<file path="config.mk">
export PLATFORM = sky130hd
export DESIGN_NAME = efe_ctrl
export DESIGN_NICKNAME = d
export VERILOG_FILES = /design/src/design/efe_pkg.sv /design/src/design/efe_ctrl.sv
export SDC_FILE = /design/constraint.sdc
export NUM_CORES = 1
export LEC_CHECK = 0
export BUFFER_PORTS_ARGS = -buffer_cell sky130_fd_sc_hd__buf_2
export CAP_MARGIN = 10
export CORE_MARGIN = 3
export CORE_UTILIZATION = 42
export CTS_CLUSTER_DIAMETER = 100
export CTS_CLUSTER_SIZE = 24
export DETAILED_ROUTE_END_ITERATION = 16
export GPL_ROUTABILITY_DRIVEN = 0
export HOLD_SLACK_MARGIN = 0.02
export PLACE_DENSITY = 0.62
export SYNTH_ARGS = -nofsm -noshare
export SYNTH_HDL_FRONTEND = slang
export SYNTH_SLANG_ARGS = --single-unit
export TNS_END_PERCENT = 20
</file>
<file path="constraint.sdc">
create_clock -name aclk -period 7.68 [get_ports aclk]
set_clock_uncertainty 0.15 [all_clocks]
set_input_delay 0.384 -clock aclk [delete_from_list [all_inputs] [get_ports aclk]]
set_output_delay 0.384 -clock aclk [all_outputs]
set_load 0.02 [all_outputs]
</file>
<file path="src/design/efe_pkg.sv">
// ----------------------------------------------------------------------------
// efe_pkg
// Shared constants and codes for the flash EEPROM emulation log.
// ----------------------------------------------------------------------------
package efe_pkg;
    localparam int SECTORS      = 4;
    localparam int RAW_SLOTS    = 128;
    localparam int HEADER_SLOTS = 3;
    localparam int DATA_SLOTS   = RAW_SLOTS - HEADER_SLOTS;
    localparam int SEC_W        = $clog2(SECTORS);
    localparam int SLOT_W       = $clog2(RAW_SLOTS);
    localparam int ADDR_W       = SEC_W + SLOT_W;
    localparam int DEPTH        = SECTORS * RAW_SLOTS;
    localparam int IDX_W        = 7;
    localparam int DATA_W       = 64;
    localparam int CNT_W        = 7;
    localparam int MEM_W        = IDX_W + DATA_W;
    localparam int IN_W         = 72;
    localparam int OUT_W        = 80;

    localparam logic [2:0] OUT_READ    = 3'd0;
    localparam logic [2:0] OUT_SAME    = 3'd1;
    localparam logic [2:0] OUT_APPEND  = 3'd2;
    localparam logic [2:0] OUT_COMPACT = 3'd3;
    localparam logic [2:0] OUT_RANGE   = 3'd4;

    localparam logic [IDX_W-1:0] FILE_BLOCKS_RST = 7'd64;
endpackage

</file>
<file path="src/design/efe_ctrl.sv">
// ----------------------------------------------------------------------------
// efe_ctrl
// Request sequencer: scans the slot log, appends, compacts, builds results.
// ----------------------------------------------------------------------------
module efe_ctrl (
    input  logic                        aclk,
    input  logic                        aresetn,
    input  logic [efe_pkg::IDX_W-1:0]   file_blocks,
    input  logic                        s_tvalid,
    output logic                        s_tready,
    input  logic [efe_pkg::IN_W-1:0]    s_tdata,
    output logic                        m_tvalid,
    input  logic                        m_tready,
    output logic [efe_pkg::OUT_W-1:0]   m_tdata,
    output logic                        mem_we,
    output logic [efe_pkg::ADDR_W-1:0]  mem_waddr,
    output logic [efe_pkg::MEM_W-1:0]   mem_wdata,
    output logic [efe_pkg::ADDR_W-1:0]  mem_raddr,
    input  logic [efe_pkg::MEM_W-1:0]   mem_rdata
);
    localparam logic [2:0] ST_IDLE   = 3'd0;
    localparam logic [2:0] ST_LOOK   = 3'd1;
    localparam logic [2:0] ST_DECIDE = 3'd2;
    localparam logic [2:0] ST_CPNEXT = 3'd3;
    localparam logic [2:0] ST_CPPUT  = 3'd4;
    localparam logic [2:0] ST_RESULT = 3'd5;

    localparam int SCAN_W = efe_pkg::SLOT_W + 1;
    localparam logic [SCAN_W-1:0] RAW_V = SCAN_W'(efe_pkg::RAW_SLOTS);
    localparam logic [SCAN_W-1:0] HDR_V = SCAN_W'(efe_pkg::HEADER_SLOTS);
    localparam logic [efe_pkg::CNT_W-1:0] DATA_V = efe_pkg::CNT_W'(efe_pkg::DATA_SLOTS);
    localparam logic [efe_pkg::SEC_W-1:0] LAST_SEC = efe_pkg::SEC_W'(efe_pkg::SECTORS - 1);

    logic [2:0]                   state_reg, state_next;
    logic                         cmd_reg, cmd_next;
    logic [efe_pkg::IDX_W-1:0]    idx_reg, idx_next;
    logic [efe_pkg::DATA_W-1:0]   wd_reg, wd_next;
    logic [efe_pkg::SEC_W-1:0]    live_reg, live_next;
    logic [efe_pkg::SEC_W-1:0]    fresh_reg, fresh_next;
    logic [efe_pkg::CNT_W-1:0]    left_reg, left_next;
    logic [efe_pkg::CNT_W-1:0]    avail_reg, avail_next;
    logic [efe_pkg::IDX_W-1:0]    fb_reg, fb_next;
    logic [SCAN_W-1:0]            scan_reg, scan_next;
    logic                         pend_reg, pend_next;
    logic                         hit_reg, hit_next;
    logic                         ret_reg, ret_next;
    logic [efe_pkg::DATA_W-1:0]   cur_reg, cur_next;
    logic                         found_reg, found_next;
    logic [2:0]                   outc_reg, outc_next;
    logic [efe_pkg::DATA_W-1:0]   rd_reg, rd_next;
    logic                         mv_reg, mv_next;
    logic [efe_pkg::OUT_W-1:0]    md_reg, md_next;

    logic [efe_pkg::IDX_W-1:0]    target;
    logic [SCAN_W-1:0]            put_slot;
    logic [SCAN_W-1:0]            scan_dec;

    assign s_tready = (state_reg == ST_IDLE);
    assign m_tvalid = mv_reg;
    assign m_tdata  = md_reg;
    assign target   = ret_reg ? fb_reg : idx_reg;
    assign scan_dec = scan_reg - SCAN_W'(1);

    always_comb begin
        state_next = state_reg;
        cmd_next   = cmd_reg;
        idx_next   = idx_reg;
        wd_next    = wd_reg;
        live_next  = live_reg;
        fresh_next = fresh_reg;
        left_next  = left_reg;
        avail_next = avail_reg;
        fb_next    = fb_reg;
        scan_next  = scan_reg;
        pend_next  = pend_reg;
        hit_next   = hit_reg;
        ret_next   = ret_reg;
        cur_next   = cur_reg;
        found_next = found_reg;
        outc_next  = outc_reg;
        rd_next    = rd_reg;
        mv_next    = mv_reg & ~m_tready;
        md_next    = md_reg;
        mem_we     = 1'b0;
        mem_waddr  = '0;
        mem_wdata  = '0;
        mem_raddr  = {live_reg, scan_dec[efe_pkg::SLOT_W-1:0]};
        put_slot   = '0;
        case (state_reg)
            ST_IDLE: begin
                if (s_tvalid) begin
                    cmd_next  = s_tdata[0];
                    idx_next  = s_tdata[7:1];
                    wd_next   = s_tdata[71:8];
                    rd_next   = '0;
                    found_next = 1'b0;
                    if (s_tdata[7:1] >= file_blocks) begin
                        outc_next  = efe_pkg::OUT_RANGE;
                        state_next = ST_RESULT;
                    end else begin
                        scan_next  = RAW_V - SCAN_W'(left_reg);
                        pend_next  = 1'b0;
                        ret_next   = 1'b0;
                        state_next = ST_LOOK;
                    end
                end
            end
            ST_LOOK: begin
                if (pend_reg && mem_rdata[efe_pkg::IDX_W-1:0] == target) begin
                    hit_next   = 1'b1;
                    cur_next   = mem_rdata[efe_pkg::MEM_W-1:efe_pkg::IDX_W];
                    state_next = ret_reg ? ST_CPPUT : ST_DECIDE;
                end else if (scan_reg > HDR_V) begin
                    scan_next = scan_dec;
                    pend_next = 1'b1;
                end else begin
                    hit_next   = 1'b0;
                    cur_next   = '1;
                    state_next = ret_reg ? ST_CPPUT : ST_DECIDE;
                end
            end
            ST_DECIDE: begin
                found_next = hit_reg;
                if (!cmd_reg) begin
                    rd_next    = cur_reg;
                    outc_next  = efe_pkg::OUT_READ;
                    state_next = ST_RESULT;
                end else if (cur_reg == wd_reg) begin
                    outc_next  = efe_pkg::OUT_SAME;
                    state_next = ST_RESULT;
                end else if (left_reg != '0) begin
                    put_slot   = RAW_V - SCAN_W'(left_reg);
                    mem_we     = 1'b1;
                    mem_waddr  = {live_reg, put_slot[efe_pkg::SLOT_W-1:0]};
                    mem_wdata  = {wd_reg, idx_reg};
                    left_next  = left_reg - efe_pkg::CNT_W'(1);
                    outc_next  = efe_pkg::OUT_APPEND;
                    state_next = ST_RESULT;
                end else begin
                    fresh_next = (live_reg == LAST_SEC) ? '0 : live_reg + efe_pkg::SEC_W'(1);
                    avail_next = DATA_V;
                    fb_next    = '0;
                    state_next = ST_CPNEXT;
                end
            end
            ST_CPNEXT: begin
                if (fb_reg < file_blocks && avail_reg != '0) begin
                    if (fb_reg == idx_reg) begin
                        put_slot   = RAW_V - SCAN_W'(avail_reg);
                        mem_we     = 1'b1;
                        mem_waddr  = {fresh_reg, put_slot[efe_pkg::SLOT_W-1:0]};
                        mem_wdata  = {wd_reg, fb_reg};
                        avail_next = avail_reg - efe_pkg::CNT_W'(1);
                        fb_next    = fb_reg + efe_pkg::IDX_W'(1);
                    end else begin
                        scan_next  = RAW_V - SCAN_W'(left_reg);
                        pend_next  = 1'b0;
                        ret_next   = 1'b1;
                        state_next = ST_LOOK;
                    end
                end else begin
                    live_next  = fresh_reg;
                    left_next  = avail_reg;
                    outc_next  = efe_pkg::OUT_COMPACT;
                    state_next = ST_RESULT;
                end
            end
            ST_CPPUT: begin
                if (hit_reg) begin
                    put_slot   = RAW_V - SCAN_W'(avail_reg);
                    mem_we     = 1'b1;
                    mem_waddr  = {fresh_reg, put_slot[efe_pkg::SLOT_W-1:0]};
                    mem_wdata  = {cur_reg, fb_reg};
                    avail_next = avail_reg - efe_pkg::CNT_W'(1);
                end
                fb_next    = fb_reg + efe_pkg::IDX_W'(1);
                state_next = ST_CPNEXT;
            end
            ST_RESULT: begin
                if (!mv_reg || m_tready) begin
                    mv_next    = 1'b1;
                    md_next    = {3'b000, left_reg, live_reg, outc_reg, found_reg, rd_reg};
                    state_next = ST_IDLE;
                end
            end
            default: begin
                state_next = ST_IDLE;
            end
        endcase
    end

    always_ff @(posedge aclk) begin
        if (!aresetn) begin
            state_reg <= ST_IDLE;
            live_reg  <= '0;
            left_reg  <= DATA_V;
            mv_reg    <= 1'b0;
            pend_reg  <= 1'b0;
            ret_reg   <= 1'b0;
        end else begin
            state_reg <= state_next;
            live_reg  <= live_next;
            left_reg  <= left_next;
            mv_reg    <= mv_next;
            pend_reg  <= pend_next;
            ret_reg   <= ret_next;
        end
        cmd_reg   <= cmd_next;
        idx_reg   <= idx_next;
        wd_reg    <= wd_next;
        fresh_reg <= fresh_next;
        avail_reg <= avail_next;
        fb_reg    <= fb_next;
        scan_reg  <= scan_next;
        hit_reg   <= hit_next;
        cur_reg   <= cur_next;
        found_reg <= found_next;
        outc_reg  <= outc_next;
        rd_reg    <= rd_next;
        md_reg    <= md_next;
    end
endmodule

</file>
==> impl_metrics.ini <==
[run_status]
result_of_the_run = finished, final reports clean

[clock_tree]
clk_pin_slew_worst_paths_ns = 0.09
cts_tree = yes
cts_inserted_buffers = 17
clock_sink_count = 321
cts.root.buffer_cell = clkbuf_16
clk-insertion-delay-late_ns = 0.51
ctsHtreeMaxLevel = 1
cts-root-to-sink-buffers = 3

[synthesis]
synth.ff_latch_count = 321
seq_total_area_yosys_pct = 68.71
fraction_of_synthesized_cell_area_taken_by_the_top_area_cell_type_pct = 66.53
post-synth-top-area-cell = edfxtp_1
ys_types = 55
synth-warning-count = 0
area_share_of_fa_ha_maj_cells_after_synthesis_pct = 1.631
postSynthCellCount = 961
combinational_family_with_the_most_area_after_synthesis = simple AND/OR/NAND/NOR gates
synthesis.area_um2 = 13810
synthXorXnorAreaFrac_pct = 6.215
synth_area_leaders = edfxtp_1 (67%), a22o_1 (5.1%), xnor2_1 (4.8%), nand2b_1 (3.1%), and3_1 (3.0%)
synth_mux_area_share_pct = 0.7972
yosys.area_share.simple_pct = 11.74
synth-compound-area-share_pct = 8.009
synth_area_per_cell_um2 = 14.37

[die]
die_height_um = 187.3
start_util_pct = 43.21
die_area_um2 = 35090
coreArea_um2 = 31960
std_cell_rows = 65
ioPinCount = 326
die_width_um = 187.3

[global_routing]
grt_pass1_wl_um = 59440
grt_pass1_vias = 9572
grt.overflow.total = 0
gr-usage-all-layers_pct = 21.89
antenna_found_initial = 0
pin_count_of_the_biggest_net_entering_global_routing = 70

[critical_path]
most_frequent_cell_on_the_critical_path = buf_4
worstPathRequired_ns = 7.15
worstPathArrival_ns = 4.46
worstPathMaxFanout = 69
start_kind = flop
ordered_list_of_cells_on_the_worst_path = and2b_2, buf_4, nand2_1, or4b_4, nand2b_2, buf_4, a22o_1, buf_2
slowest_stage = or4b_4
cell_type_group_with_the_largest_total_delay_on_the_critical_path = simple AND/OR/NAND/NOR gates
type_of_the_worst_setup_path = reg2out
critical-path-max-stage-delay_ns = 0.63
cp-end-kind = primary output
critical_path.n_buffers_inverters = 3

[route]
route.detailed.vias_per_inst = 5.195
route.met3.wl_um = 2676
dr_wl_met2_um = 18900
routedWlPerCell_um = 21.63
post-route-drc-count = 0
first_pass_iters = 5
first_iter_violations = 708
dr.max_layer_used = met4
routed-via-count = 9574
met1Wirelength_um = 17380
ant_nets = 0
detail_route.wirelength_um = 39870

[layout]
antenna_cells = 0
syn2layout_area_growth_pct = 27.99
nets = 1570
max_ffs_per_register = 77
drive_gt1_share_pct = 26.42
multi_input_area_um2 = 3968
postLayoutCellArea_um2 = 17680
final-seq-area_um2 = 9489
layout.filler_cells = 2693

[timing]
worst_slew_pin_slew_ns = 1.140
report.final.setup_viol = 0
rsz0062_at_grt = no
post-route-period-util_pct = 64.96
timing_max_transition_violations_final = 0
layout_setup_ws_ns = 2.691
maxClockFrequency_mhz = 200.4
setup-tns-final_ns = 0
min_period_ns = 4.989
finalHoldViolCount = 0
timing.slew.headroom_pct = 23.43

[placed_design]
post-dp-hpwl_um = 28090
port-buffer-count = 322
dpl-instance-area_um2 = 15820
place_ws_ns = 3.321

[power]
p_leak_nw = 7.028
ir_worst_vdd_v = 0.0001492
powerDensity_nw_per_um2 = 243.6

[flow_run]
cap_violations = 0

[min_path]
min-delay-path-class = in2reg
cells in the final DEF (no fill, tap or decap), types with 14 or more instances in the layout:
cell,n
nand2b_1,67
edfxtp_1,306
a22o_1,80
xor2_1,23
buf_2,322
xnor2_1,75
nor3_1,14
ha_1,18
nor2_1,34
inv_1,25
dlygate4sd3_1,135
nand2_1,39
nand4_1,22
dfxtp_1,15
and3_1,66
clkbuf_16,17
where the power goes:
group	internal, mW	switching, mW	total [mW]
Clock	0.458	0.545	1.00
Sequential	2.25	0.164	2.41
Combinational	0.312	0.578	0.889
Total	3.02	1.29	4.31
per-layer routing:
layer  vias up  global-route usage (%)
li1       4456                       -
met1      4672                   30.49
met2       407                   36.46
met3        39                   3.392
met4         0                   4.943
met5         -                       0
through the flow:
stage / std cells / total power, mW / utilization (%) / hold slack (ns)
global placement: 1679 / 3.280 / 49.49 / 0.2501
global route: 1843 / 4.481 / 55.31 / 0.02752
floorplan: 963 / 2.959 / - / 0.2503
finish: 1843 / 4.306 / 55.31 / 0.03613
detailed placement: 1679 / 3.292 / 49.49 / 0.2545
CTS: 1843 / 4.337 / 55.31 / 0.02175
timing repair:
action	in CTS	in global routing
hold buffers	135	0
gates resized for setup	0	0
setup buffers	0	0
hold endpoints to repair	135	0
cell families (layout without fill, tap and decap cells):
group                    Yosys count  count (layout)
flip-flops                       321             321
AND/OR/NAND/NOR                  289             289
AO/OA/AOI/OAI                    141             141
XOR/XNOR                          98              98
buffers and inverters             82             527
adder cells (fa/ha/maj)           18              18
multiplexers                      11              11
other                              1               3
cell usage after synthesis, drive strengths merged:
cell,count
edfxtp,306
a22o,80
xnor2,75
nand2b,69
and3,67
nand2,39
nor2,36
clkbuf,35
inv,28
xor2,23
nand4,22
buf,19
ha,18
o21ai,17
nor3,16
dfxtp,15
a21oi,11
mux2i,11
nor4,11
nand3,9
nor2b,8
a31oi,5
o311a,4
a21boi,3
a21o,3
and2,3
o21a,3
o311ai,3
or3,3
a211oi,2
o211ai,2
o22ai,2
o31ai,2
or2,2
a211o,1
a221oi,1
a22oi,1
a41oi,1
and2b,1
and4,1
conb,1
or4,1
or4b,1
layout make-up:
class	count	share of cell area [%]
tap	435	3.079
multi-input combinational	560	22.44
clock inverter	2	0.2619
clock buffer	27	2.619
inverter	28	0.6016
timing repair buffer	470	17.31
sequential	321	53.68
worst paths after layout:
check                                   start  slack, ns  cells after the start             to
worst max-delay path             state_reg[2]       2.69                      8  mem_wdata[64]
worst min-delay path            mem_rdata[41]       0.04                      2    cur_reg[34]
worst min register to register     rd_reg[62]       0.27                      0    m_tdata[62]
worst max register to register        ret_reg       3.77                      8    cur_reg[13]
No activity file was read; power rests on OpenSTA's default activity.
