**config.mk**
```make
export PLATFORM = sky130hd
export DESIGN_NAME = efe_ram
export DESIGN_NICKNAME = d
export VERILOG_FILES = /design/src/design/efe_ram.sv
export SDC_FILE = /design/constraint.sdc
export NUM_CORES = 1
export LEC_CHECK = 0
export BUFFER_PORTS_ARGS = -buffer_cell sky130_fd_sc_hd__buf_4
export CAP_MARGIN = 20
export CORE_UTILIZATION = 37
export DETAILED_ROUTE_END_ITERATION = 8
export GPL_TIMING_DRIVEN = 0
export PLACE_DENSITY = 0.62
export RECOVER_POWER = 100
export SYNTH_ARGS = -nofsm -noshare
export SYNTH_HDL_FRONTEND = slang
export SYNTH_SLANG_ARGS = --single-unit
```
**constraint.sdc**
```tcl
create_clock -name aclk -period 1.75 [get_ports aclk]
set_input_delay 0.35 -clock aclk [delete_from_list [all_inputs] [get_ports aclk]]
set_output_delay 0.35 -clock aclk [all_outputs]
set_load 0.01 [all_outputs]
```
**src/design/efe_ram.sv**
```systemverilog
// ----------------------------------------------------------------------------
// efe_ram
// Single-port-write, single-port-read RAM with registered read data.
// ----------------------------------------------------------------------------
module efe_ram #(
    parameter int WIDTH = 8,
    parameter int DEPTH = 16
) (
    input  logic                     aclk,
    input  logic                     we,
    input  logic [$clog2(DEPTH)-1:0] waddr,
    input  logic [WIDTH-1:0]         wdata,
    input  logic [$clog2(DEPTH)-1:0] raddr,
    output logic [WIDTH-1:0]         rdata
);
    logic [WIDTH-1:0] mem [DEPTH];

    always_ff @(posedge aclk) begin
        if (we) begin
            mem[waddr] <= wdata;
        end
        rdata <= mem[raddr];
    end
endmodule

```
==> flow_metrics.tcl, run 1 <==
set metrics [dict create \
    ant_nets 0 \
    grt_start_max_net_pins 17 \
    track_usage_pct 15.2 \
    yosysTopAreaCell "edfxtp_1" \
    via_per_inst 5.10 \
    place_area_um2 5570 \
    rsz0062_at_grt "no" \
    numCtsBuffers 17 \
    ctsResizeCount 0 \
    critPathBufInv 1 \
    worstHoldEndpoint "mem[4][5]$_DFFE_PP_" \
    grt_first_pass_wirelength_um 14900 \
    criticalPathCategory "in -> reg" \
    hold_start "waddr[0]" \
    worstPathRequired_ns 1.78 \
    rrSetupSlack_ns 0.35 \
    wl_per_cell_um 21.3 \
    routabilityCongestion 0.707 \
    status "finished clean" \
    worstPathArrival_ns 1.68 \
    ios 26 \
    drive_gt1_share_pct 21.2 \
    max_slew_margin_pct 39.8 \
    insertion_delay_ns 0.41 \
    first_global_vias 2444 \
    vdd_drop_max_mv 0.720 \
    finalNetCount 293 \
    ys_seq_area_share_pct 77.8 \
    cts_setup_buffers 0 \
    synthTopCellsByArea "edfxtp_1 75%, mux4_2 7.9%, mux4_1 7.1%" \
    cp_max_fo 8 \
    tns_ns 0 \
    hold_class "in -> reg" \
    grt_overflow_total 0 \
    h-tree-depth 4 \
    hold_ws_ns 0.347 \
    synth_top_area_share_pct 74.7 \
    ys_ff_latch 136 \
    r2r_end "rdata[1]$_DFF_P_" \
    portBuffers 24 \
    tightest_slew_ns 0.896 \
    whs_path_depth 2 \
    fin_util_pct 44.8 \
    core_area_um2 13400 \
    cts_tree "built" \
    power_density_nw_per_um2 1180 \
    rr_startpoint "mem[5][1]$_DFFE_PP_" \
    rows 42 \
    avgSynthCellArea_um2 22.5 \
    dieArea_um2 14400 \
    ys_types 19 \
    clockBufferDepth 2 \
    worstRegToRegCells 3 \
    slowest_stage "nor2_1" \
    firstDrtPassIters 5 \
    syn2layout_area_growth_pct 16.6 \
    syn-cell-area_um2 5150 \
    power_mw 7.07 \
    finalClockSkew_ns 0.00768 \
    start_util_pct 38.4 \
    syn-instance-count 229 \
    drc 0 \
    wirelength_um 9860 \
    period_share_pct 94.0 \
    dr_total_vias 2368 \
    antenna_found_initial 0 \
    hold_buffers 0 \
    clock.fmax_mhz 608 \
    design_area_um2 6000 \
    clk_pin_slew_ns 0.05 \
    p_leak_nw 1.95 \
    num_antenna_cells 0 \
    cts_root_buffer "clkbuf_16" \
    drv_slew 0 \
    hold_viol 0 \
    worst_path_largest_cell_delay_ns 0.67 \
    clock-sinks 136 \
    end_kind "flop" \
    start_kind "primary input" \
    finalCriticalPeriod_ns 1.65 \
    critPathTopFamily "simple AND/OR/NAND/NOR gates" \
    die_x_um 120 \
    hpwl_um 6260 \
    crit_path_cell_trace "buf_4 > or3b_2 > nor2_1" \
    cap_viol_max_count 0 \
    yosysWarningCount 0 \
    finalSetupViolations 0 \
    die_h_um 120 \
    syn_nets 247 \
    drt_iter0_drc 196 \
]
## Yosys cell counts, drive strengths merged
library cell,number
edfxtp,128
mux4,32
a22oi,16
nor2,13
nand2,9
dfxtp,8
buf,7
nor3,4
clkdlybuf4s25,3
nand2b,2
nand3b,2
and2,1
and2b,1
nand3,1
nor2b,1
or3b,1
## layout make-up
cell class,instances,area (µm²)
timing repair buffer,27,129
clock buffer,27,483
sequential,136,4000
multi-input combinational,83,1060
tap,176,220
fill,1135,7400
clock inverter,5,23.8
buffer,10,77.6
## sequential cells by signal, indices dropped and copies added, names as in the netlist
register	count
rdata	8
mem	128
## layer usage
metal / part of all wire, % / GRT usage, % / up-vias / wire (µm)
met4: 1.7 / 6.80 / 0 / 169
met2: 46 / 21.9 / 60 / 4530
met1: 48 / 21.5 / 1225 / 4700
li1: - / - / 1064 / -
met5: 0 / 0 / - / 0
met3: 4.7 / 4.18 / 19 / 463
## worst max path at each step
stage,end,from,cells after the start,slack (ns)
2_1_floorplan,mem[3][0]$_DFFE_PP_,waddr[2],2,0.13
3_5_place_dp,mem[3][0]$_DFFE_PP_,waddr[2],3,-0.31
3_3_place_gp,mem[8][1]$_DFFE_PP_,waddr[2],3,-0.43
6_report,mem[2][0]$_DFFE_PP_,waddr[2],3,0.10
4_1_cts,mem[3][3]$_DFFE_PP_,waddr[2],3,0.13
5_1_grt,mem[12][4]$_DFFE_PP_,we,4,0.04
## worst reg2reg max path, stage by stage (launching register included)
cell and delay [ns]:
edfxtp_1 0.34, mux4_1 0.59, a22oi_1 0.26, nand2_1 0.09
## through the flow
stage | worst slack [ns] | instances
4_1_cts | 0.132 | 464
6_report | 0.105 | 464
3_5_place_dp | -0.307 | 432
5_1_grt | 0.0363 | 464
2_1_floorplan | 0.134 | 229
3_3_place_gp | -0.432 | 429
## power breakdown
| group | internal (mW) | total, mW | switching (mW) |
|---|---|---|---|
| sequential | 3.65 | 3.66 | 0.0164 |
| combinational | 0.138 | 0.349 | 0.210 |
| clock | 1.87 | 3.05 | 1.19 |
## layout by cell type, fill, tap and decap left out
cell and n:
edfxtp_1 128, buf_2 3, clkdlybuf4s25_2 3, nor2_1 13, mux4_1 14, a22oi_1 16
nand2_1 9, clkbuf_1 27, dfxtp_1 8, buf_4 7, nand3_1 1, nor2b_1 1
clkinv_1 1, or3b_2 1, nor3_1 3, buf_6 2, and2b_1 1, clkbuf_16 17
clkbuf_8 2, and2_1 1, clkinv_2 4, nand2b_1 2, clkbuf_2 3, nand3b_1 2
nor3_2 1, mux4_2 18
## cell families (layout without fill, tap and decap cells)
kind of cell,Yosys count,in the layout,synth area share [%]
mux,32,32,15.0
flops,136,136,77.8
compound gates,16,16,2.33
buf+inv,10,69,1.68
simple gates,35,35,3.18
(Power assumes the default switching activity.)
==> run 2: changes to the inputs <==
CORE_MARGIN = 8   (was not set)
CTS_BUF_LIST = sky130_fd_sc_hd__clkbuf_4 sky130_fd_sc_hd__clkbuf_8   (was not set)
==> flow_metrics.tcl, run 2 (synthesized netlist as in run 1, its figures left out) <==
set metrics [dict create \
    status "finished clean" \
    regMostFlops "mem" \
    start_kind "primary input" \
    clockBufferDepth 2 \
    criticalPathCategory "in -> reg" \
    ant_nets 0 \
    clk_pin_slew_ns 0.07 \
    finalClockSkew_ns 0.00689 \
    power_density_nw_per_um2 1070 \
    power_mw 6.22 \
    rows 43 \
    start_util_pct 37.5 \
    cts_setup_buffers 0 \
    grt_start_max_net_pins 17 \
    rr_startpoint "mem[0][0]$_DFFE_PP_" \
    clock-sinks 136 \
    cts_root_buffer "clkbuf_8" \
    cap_viol_max_count 0 \
    grt_first_pass_wirelength_um 15100 \
    routabilityCongestion 0.835 \
    drive_gt1_share_pct 22.2 \
    vdd_drop_max_mv 0.645 \
    worstRegToRegCells 3 \
    drv_slew 0 \
    grtUsageMet3_pct 4.71 \
    whs_path_depth 2 \
    period_share_pct 91.4 \
    antenna_found_initial 0 \
    die_h_um 134 \
    tns_ns 0 \
    worstPathArrival_ns 1.69 \
    dp_slack_ns -0.285 \
    core_area_um2 13700 \
    ctsResizeCount 0 \
    hold_class "in -> reg" \
    wl_per_cell_um 21.5 \
    dr_total_vias 2380 \
    wirelength_um 10100 \
    num_antenna_cells 0 \
    drc 0 \
    portBuffers 24 \
    hold_viol 0 \
    finalNetCount 293 \
    worstPathRequired_ns 1.84 \
    via_per_inst 5.09 \
    layout_commonest_cell "edfxtp_1" \
    cts_tree "built" \
    clock.fmax_mhz 625 \
    tightest_slew_ns 0.866 \
    finalCriticalPeriod_ns 1.60 \
    firstDrtPassIters 4 \
    busiest_layer "met2" \
    rrSetupSlack_ns 0.23 \
    max_slew_margin_pct 42.1 \
    grtUsageMet2_pct 17.3 \
    worstHoldEndpoint "mem[0][6]$_DFFE_PP_" \
    track_usage_pct 11.9 \
    design_area_um2 5840 \
    end_kind "flop" \
    place_area_um2 5580 \
    hold_buffers 0 \
    die_x_um 134 \
    p_leak_nw 1.88 \
    fillers 1210 \
    drt_iter0_drc 245 \
    dieArea_um2 17900 \
    insertion_delay_ns 0.42 \
    largest_reg_flops 128 \
    syn2layout_area_growth_pct 13.4 \
    ios 26 \
    first_global_vias 2489 \
    grt_overflow_total 0 \
    finalSetupViolations 0 \
    worst_slack_ns 0.150 \
    hpwl_um 6490 \
    rsz0062_at_grt "no" \
    layout.cells.non_filler 468 \
    cp_max_fo 5 \
    numCtsBuffers 17 \
    hold_start "waddr[1]" \
    dp_cells 436 \
    final_cell_mix "128 x edfxtp_1, 21 x clkbuf_1, 18 x mux4_2" \
    reg.largest.list "mem x128, rdata x8" \
    h-tree-depth 4 \
    met1_usage_pct 15.8 \
    r2r_end "rdata[0]$_DFF_P_" \
]
[run 2: power by group]
part | internal [mW] | switching (mW) | total [mW]
clock network | 1.11 | 1.10 | 2.21
registers | 3.64 | 0.0160 | 3.66
logic | 0.140 | 0.214 | 0.354
[run 2: how the worst max path moves through the flow]
stage	from	end	slack, ns
after detailed placement	waddr[2]	mem[1][0]$_DFFE_PP_	-0.28
after global routing	waddr[2]	mem[1][0]$_DFFE_PP_	0.06
after global placement	waddr[2]	mem[8][2]$_DFFE_PP_	-0.42
final	waddr[2]	mem[8][2]$_DFFE_PP_	0.15
after CTS	waddr[2]	mem[1][1]$_DFFE_PP_	0.18
after floorplan	waddr[2]	mem[3][0]$_DFFE_PP_	0.13
[run 2: stage by stage]
stage               util, %  hold slack, ns
CTS                    43.1           0.233
detailed placement     40.7           0.679
global route           42.6           0.354
floorplan                 -           0.449
finish                 42.6           0.371
global placement       40.5           0.668
[run 2: final cells by class]
cell class                      instances  area (µm²)  area share (%)
Sequential cell                       136        4000            68.6
Multi-Input combinational cell         83        1060            18.2
Clock buffer                           19         249            4.26
Tap cell                              180         225            3.86
Timing Repair Buffer                   27         124            2.12
Clock inverter                         13        87.6            1.50
Buffer                                 10        86.3            1.48
[run 2: layer usage]
metal	vias to the layer above	share of wire (%)
met4	0	0.53
met1	1223	42
met2	93	48
li1	1060	-
met3	4	8.9
met5	-	0
[run 2: critical path, cell delays in order]
cell,delay (ns)
clkbuf_1,0.12
nand3b_1,0.24
nor3_1,0.62
clkbuf_1,0.35
==> run 3: changes to the inputs <==
PLACE_DENSITY = 0.6   (was 0.62)
clock period = 1.98 ns   (was 1.75 ns; I/O delays follow)
==> flow_metrics.tcl, run 3 (synthesized netlist as in run 1, its figures left out) <==
set metrics [dict create \
    crit_path_cell_trace "clkbuf_1 > or3b_2 > nor3_1 > buf_4" \
    syn2layout_area_growth_pct 13.8 \
    place_area_um2 5580 \
    r2r_end "rdata[0]$_DFF_P_" \
    layout.cells.non_filler 467 \
    worst_path_largest_cell_delay_ns 0.54 \
    wl_met1_um 4790 \
    cts_setup_buffers 0 \
    die_h_um 134 \
    dr_total_vias 2436 \
    track_usage_pct 12.1 \
    clk_pin_slew_ns 0.07 \
    layout_commonest_cell "edfxtp_1" \
    cap_viol_max_count 0 \
    fillers 1216 \
    multi_input_area_um2 1060 \
    vdd_drop_max_mv 0.552 \
    grt_start_max_net_pins 17 \
    num_antenna_cells 0 \
    dr_wl_met3_um 587 \
    via_per_inst 5.22 \
    core_area_um2 13700 \
    drc 0 \
    reg.largest.list "mem x128, rdata x8" \
    rrSetupSlack_ns 0.46 \
    met2_wirelength_um 4760 \
    start_util_pct 37.5 \
    hpwl_um 6690 \
    status "finished clean" \
    die_x_um 134 \
    ant_nets 0 \
    end_kind "flop" \
    dp_cells 437 \
    antenna_found_initial 0 \
    crit_cells 4 \
    tightest_slew_ns 0.836 \
    cts_root_buffer "clkbuf_8" \
    slowest_stage "nor3_1" \
    drv_slew 0 \
    wl_per_cell_um 21.9 \
    clockBufferDepth 2 \
    hold_ws_ns 0.371 \
    max_slew_margin_pct 44.1 \
    first_global_vias 2482 \
    insertion_delay_ns 0.43 \
    largest_reg_flops 128 \
    ctsResizeCount 0 \
    firstDrtPassIters 4 \
    rows 43 \
    criticalPathCategory "in -> reg" \
    grt_first_pass_wirelength_um 15200 \
    grt_overflow_total 0 \
    finalNetCount 294 \
    worstPathArrival_ns 1.91 \
    ff_latch_area_um2 4000 \
    hold_buffers 0 \
    power_density_nw_per_um2 957 \
    hold_viol 0 \
    crit_path_end "mem[0][5]$_DFFE_PP_" \
    start_kind "primary input" \
    worstPathRequired_ns 2.12 \
    critPathLaunch "we" \
    design_area_um2 5860 \
    finalClockSkew_ns 0.00932 \
    routabilityCongestion 0.762 \
    cts_tree "built" \
    critPathBufInv 2 \
    dieArea_um2 17900 \
    clock-sinks 136 \
    numCtsBuffers 17 \
    critPathTopFamily "simple AND/OR/NAND/NOR gates" \
    portBuffers 24 \
    p_leak_nw 1.88 \
    finalSetupViolations 0 \
    h-tree-depth 4 \
    finalCriticalPeriod_ns 1.77 \
    regMostFlops "mem" \
    rsz0062_at_grt "no" \
    worstRegToRegCells 3 \
    rr_startpoint "mem[3][0]$_DFFE_PP_" \
    drive_gt1_share_pct 22.3 \
    drt_iter0_drc 224 \
    hold_class "in -> reg" \
    period_share_pct 89.5 \
    wirelength_um 10200 \
    clock.fmax_mhz 564 \
    cp_max_fo 5 \
    ios 26 \
    highest_layer "met4" \
    final_cell_mix "128 x edfxtp_1, 20 x clkbuf_1, 18 x mux4_2" \
]
-- run 3: routing by layer --
metal  vias up  GRT usage, %
met3        12          4.23
met4         0          4.24
li1       1062             -
met1      1290          16.1
met2        72          17.9
met5         -             0
-- run 3: final cells by class --
| class | count | area share [%] |
|---|---|---|
| Sequential cell | 136 | 68.3 |
| Multi-Input combinational cell | 83 | 18.0 |
| Clock buffer | 18 | 4.12 |
| Tap cell | 180 | 3.84 |
| Timing Repair Buffer | 28 | 2.31 |
| Clock inverter | 12 | 1.90 |
| Buffer | 10 | 1.43 |
-- run 3: worst min path at each step --
stage / start / to / slack [ns] / cells after the start
after floorplan: wdata[0] / mem[0][0]$_DFFE_PP_ / 0.49 / 0
after global placement: mem[14][3]$_DFFE_PP_ / rdata[3]$_DFF_P_ / 0.65 / 3
after detailed placement: mem[15][3]$_DFFE_PP_ / rdata[3]$_DFF_P_ / 0.66 / 3
after CTS: wdata[5] / mem[7][5]$_DFFE_PP_ / 0.28 / 1
after global routing: waddr[0] / mem[12][4]$_DFFE_PP_ / 0.35 / 2
final: waddr[1] / mem[12][4]$_DFFE_PP_ / 0.37 / 2
-- run 3: power by group --
group	switching, mW	leakage, nW	internal, mW
Combinational	0.193	0.480	0.124
Sequential	0.0140	1.22	3.22
Clock	0.970	0.180	1.09
-- run 3: stage by stage --
step / setup slack [ns] / total power, mW / TNS, ns / utilization [%]
6_report: 0.207 / 5.61 / 0 / 42.7
5_1_grt: 0.0589 / 5.79 / 0 / 42.7
4_1_cts: 0.235 / 5.68 / 0 / 43.2
3_5_place_dp: -0.223 / 3.64 / -3.79 / 40.7
3_3_place_gp: -0.515 / 3.63 / -11.27 / 40.5
2_1_floorplan: 0.0911 / 3.46 / 0 / -
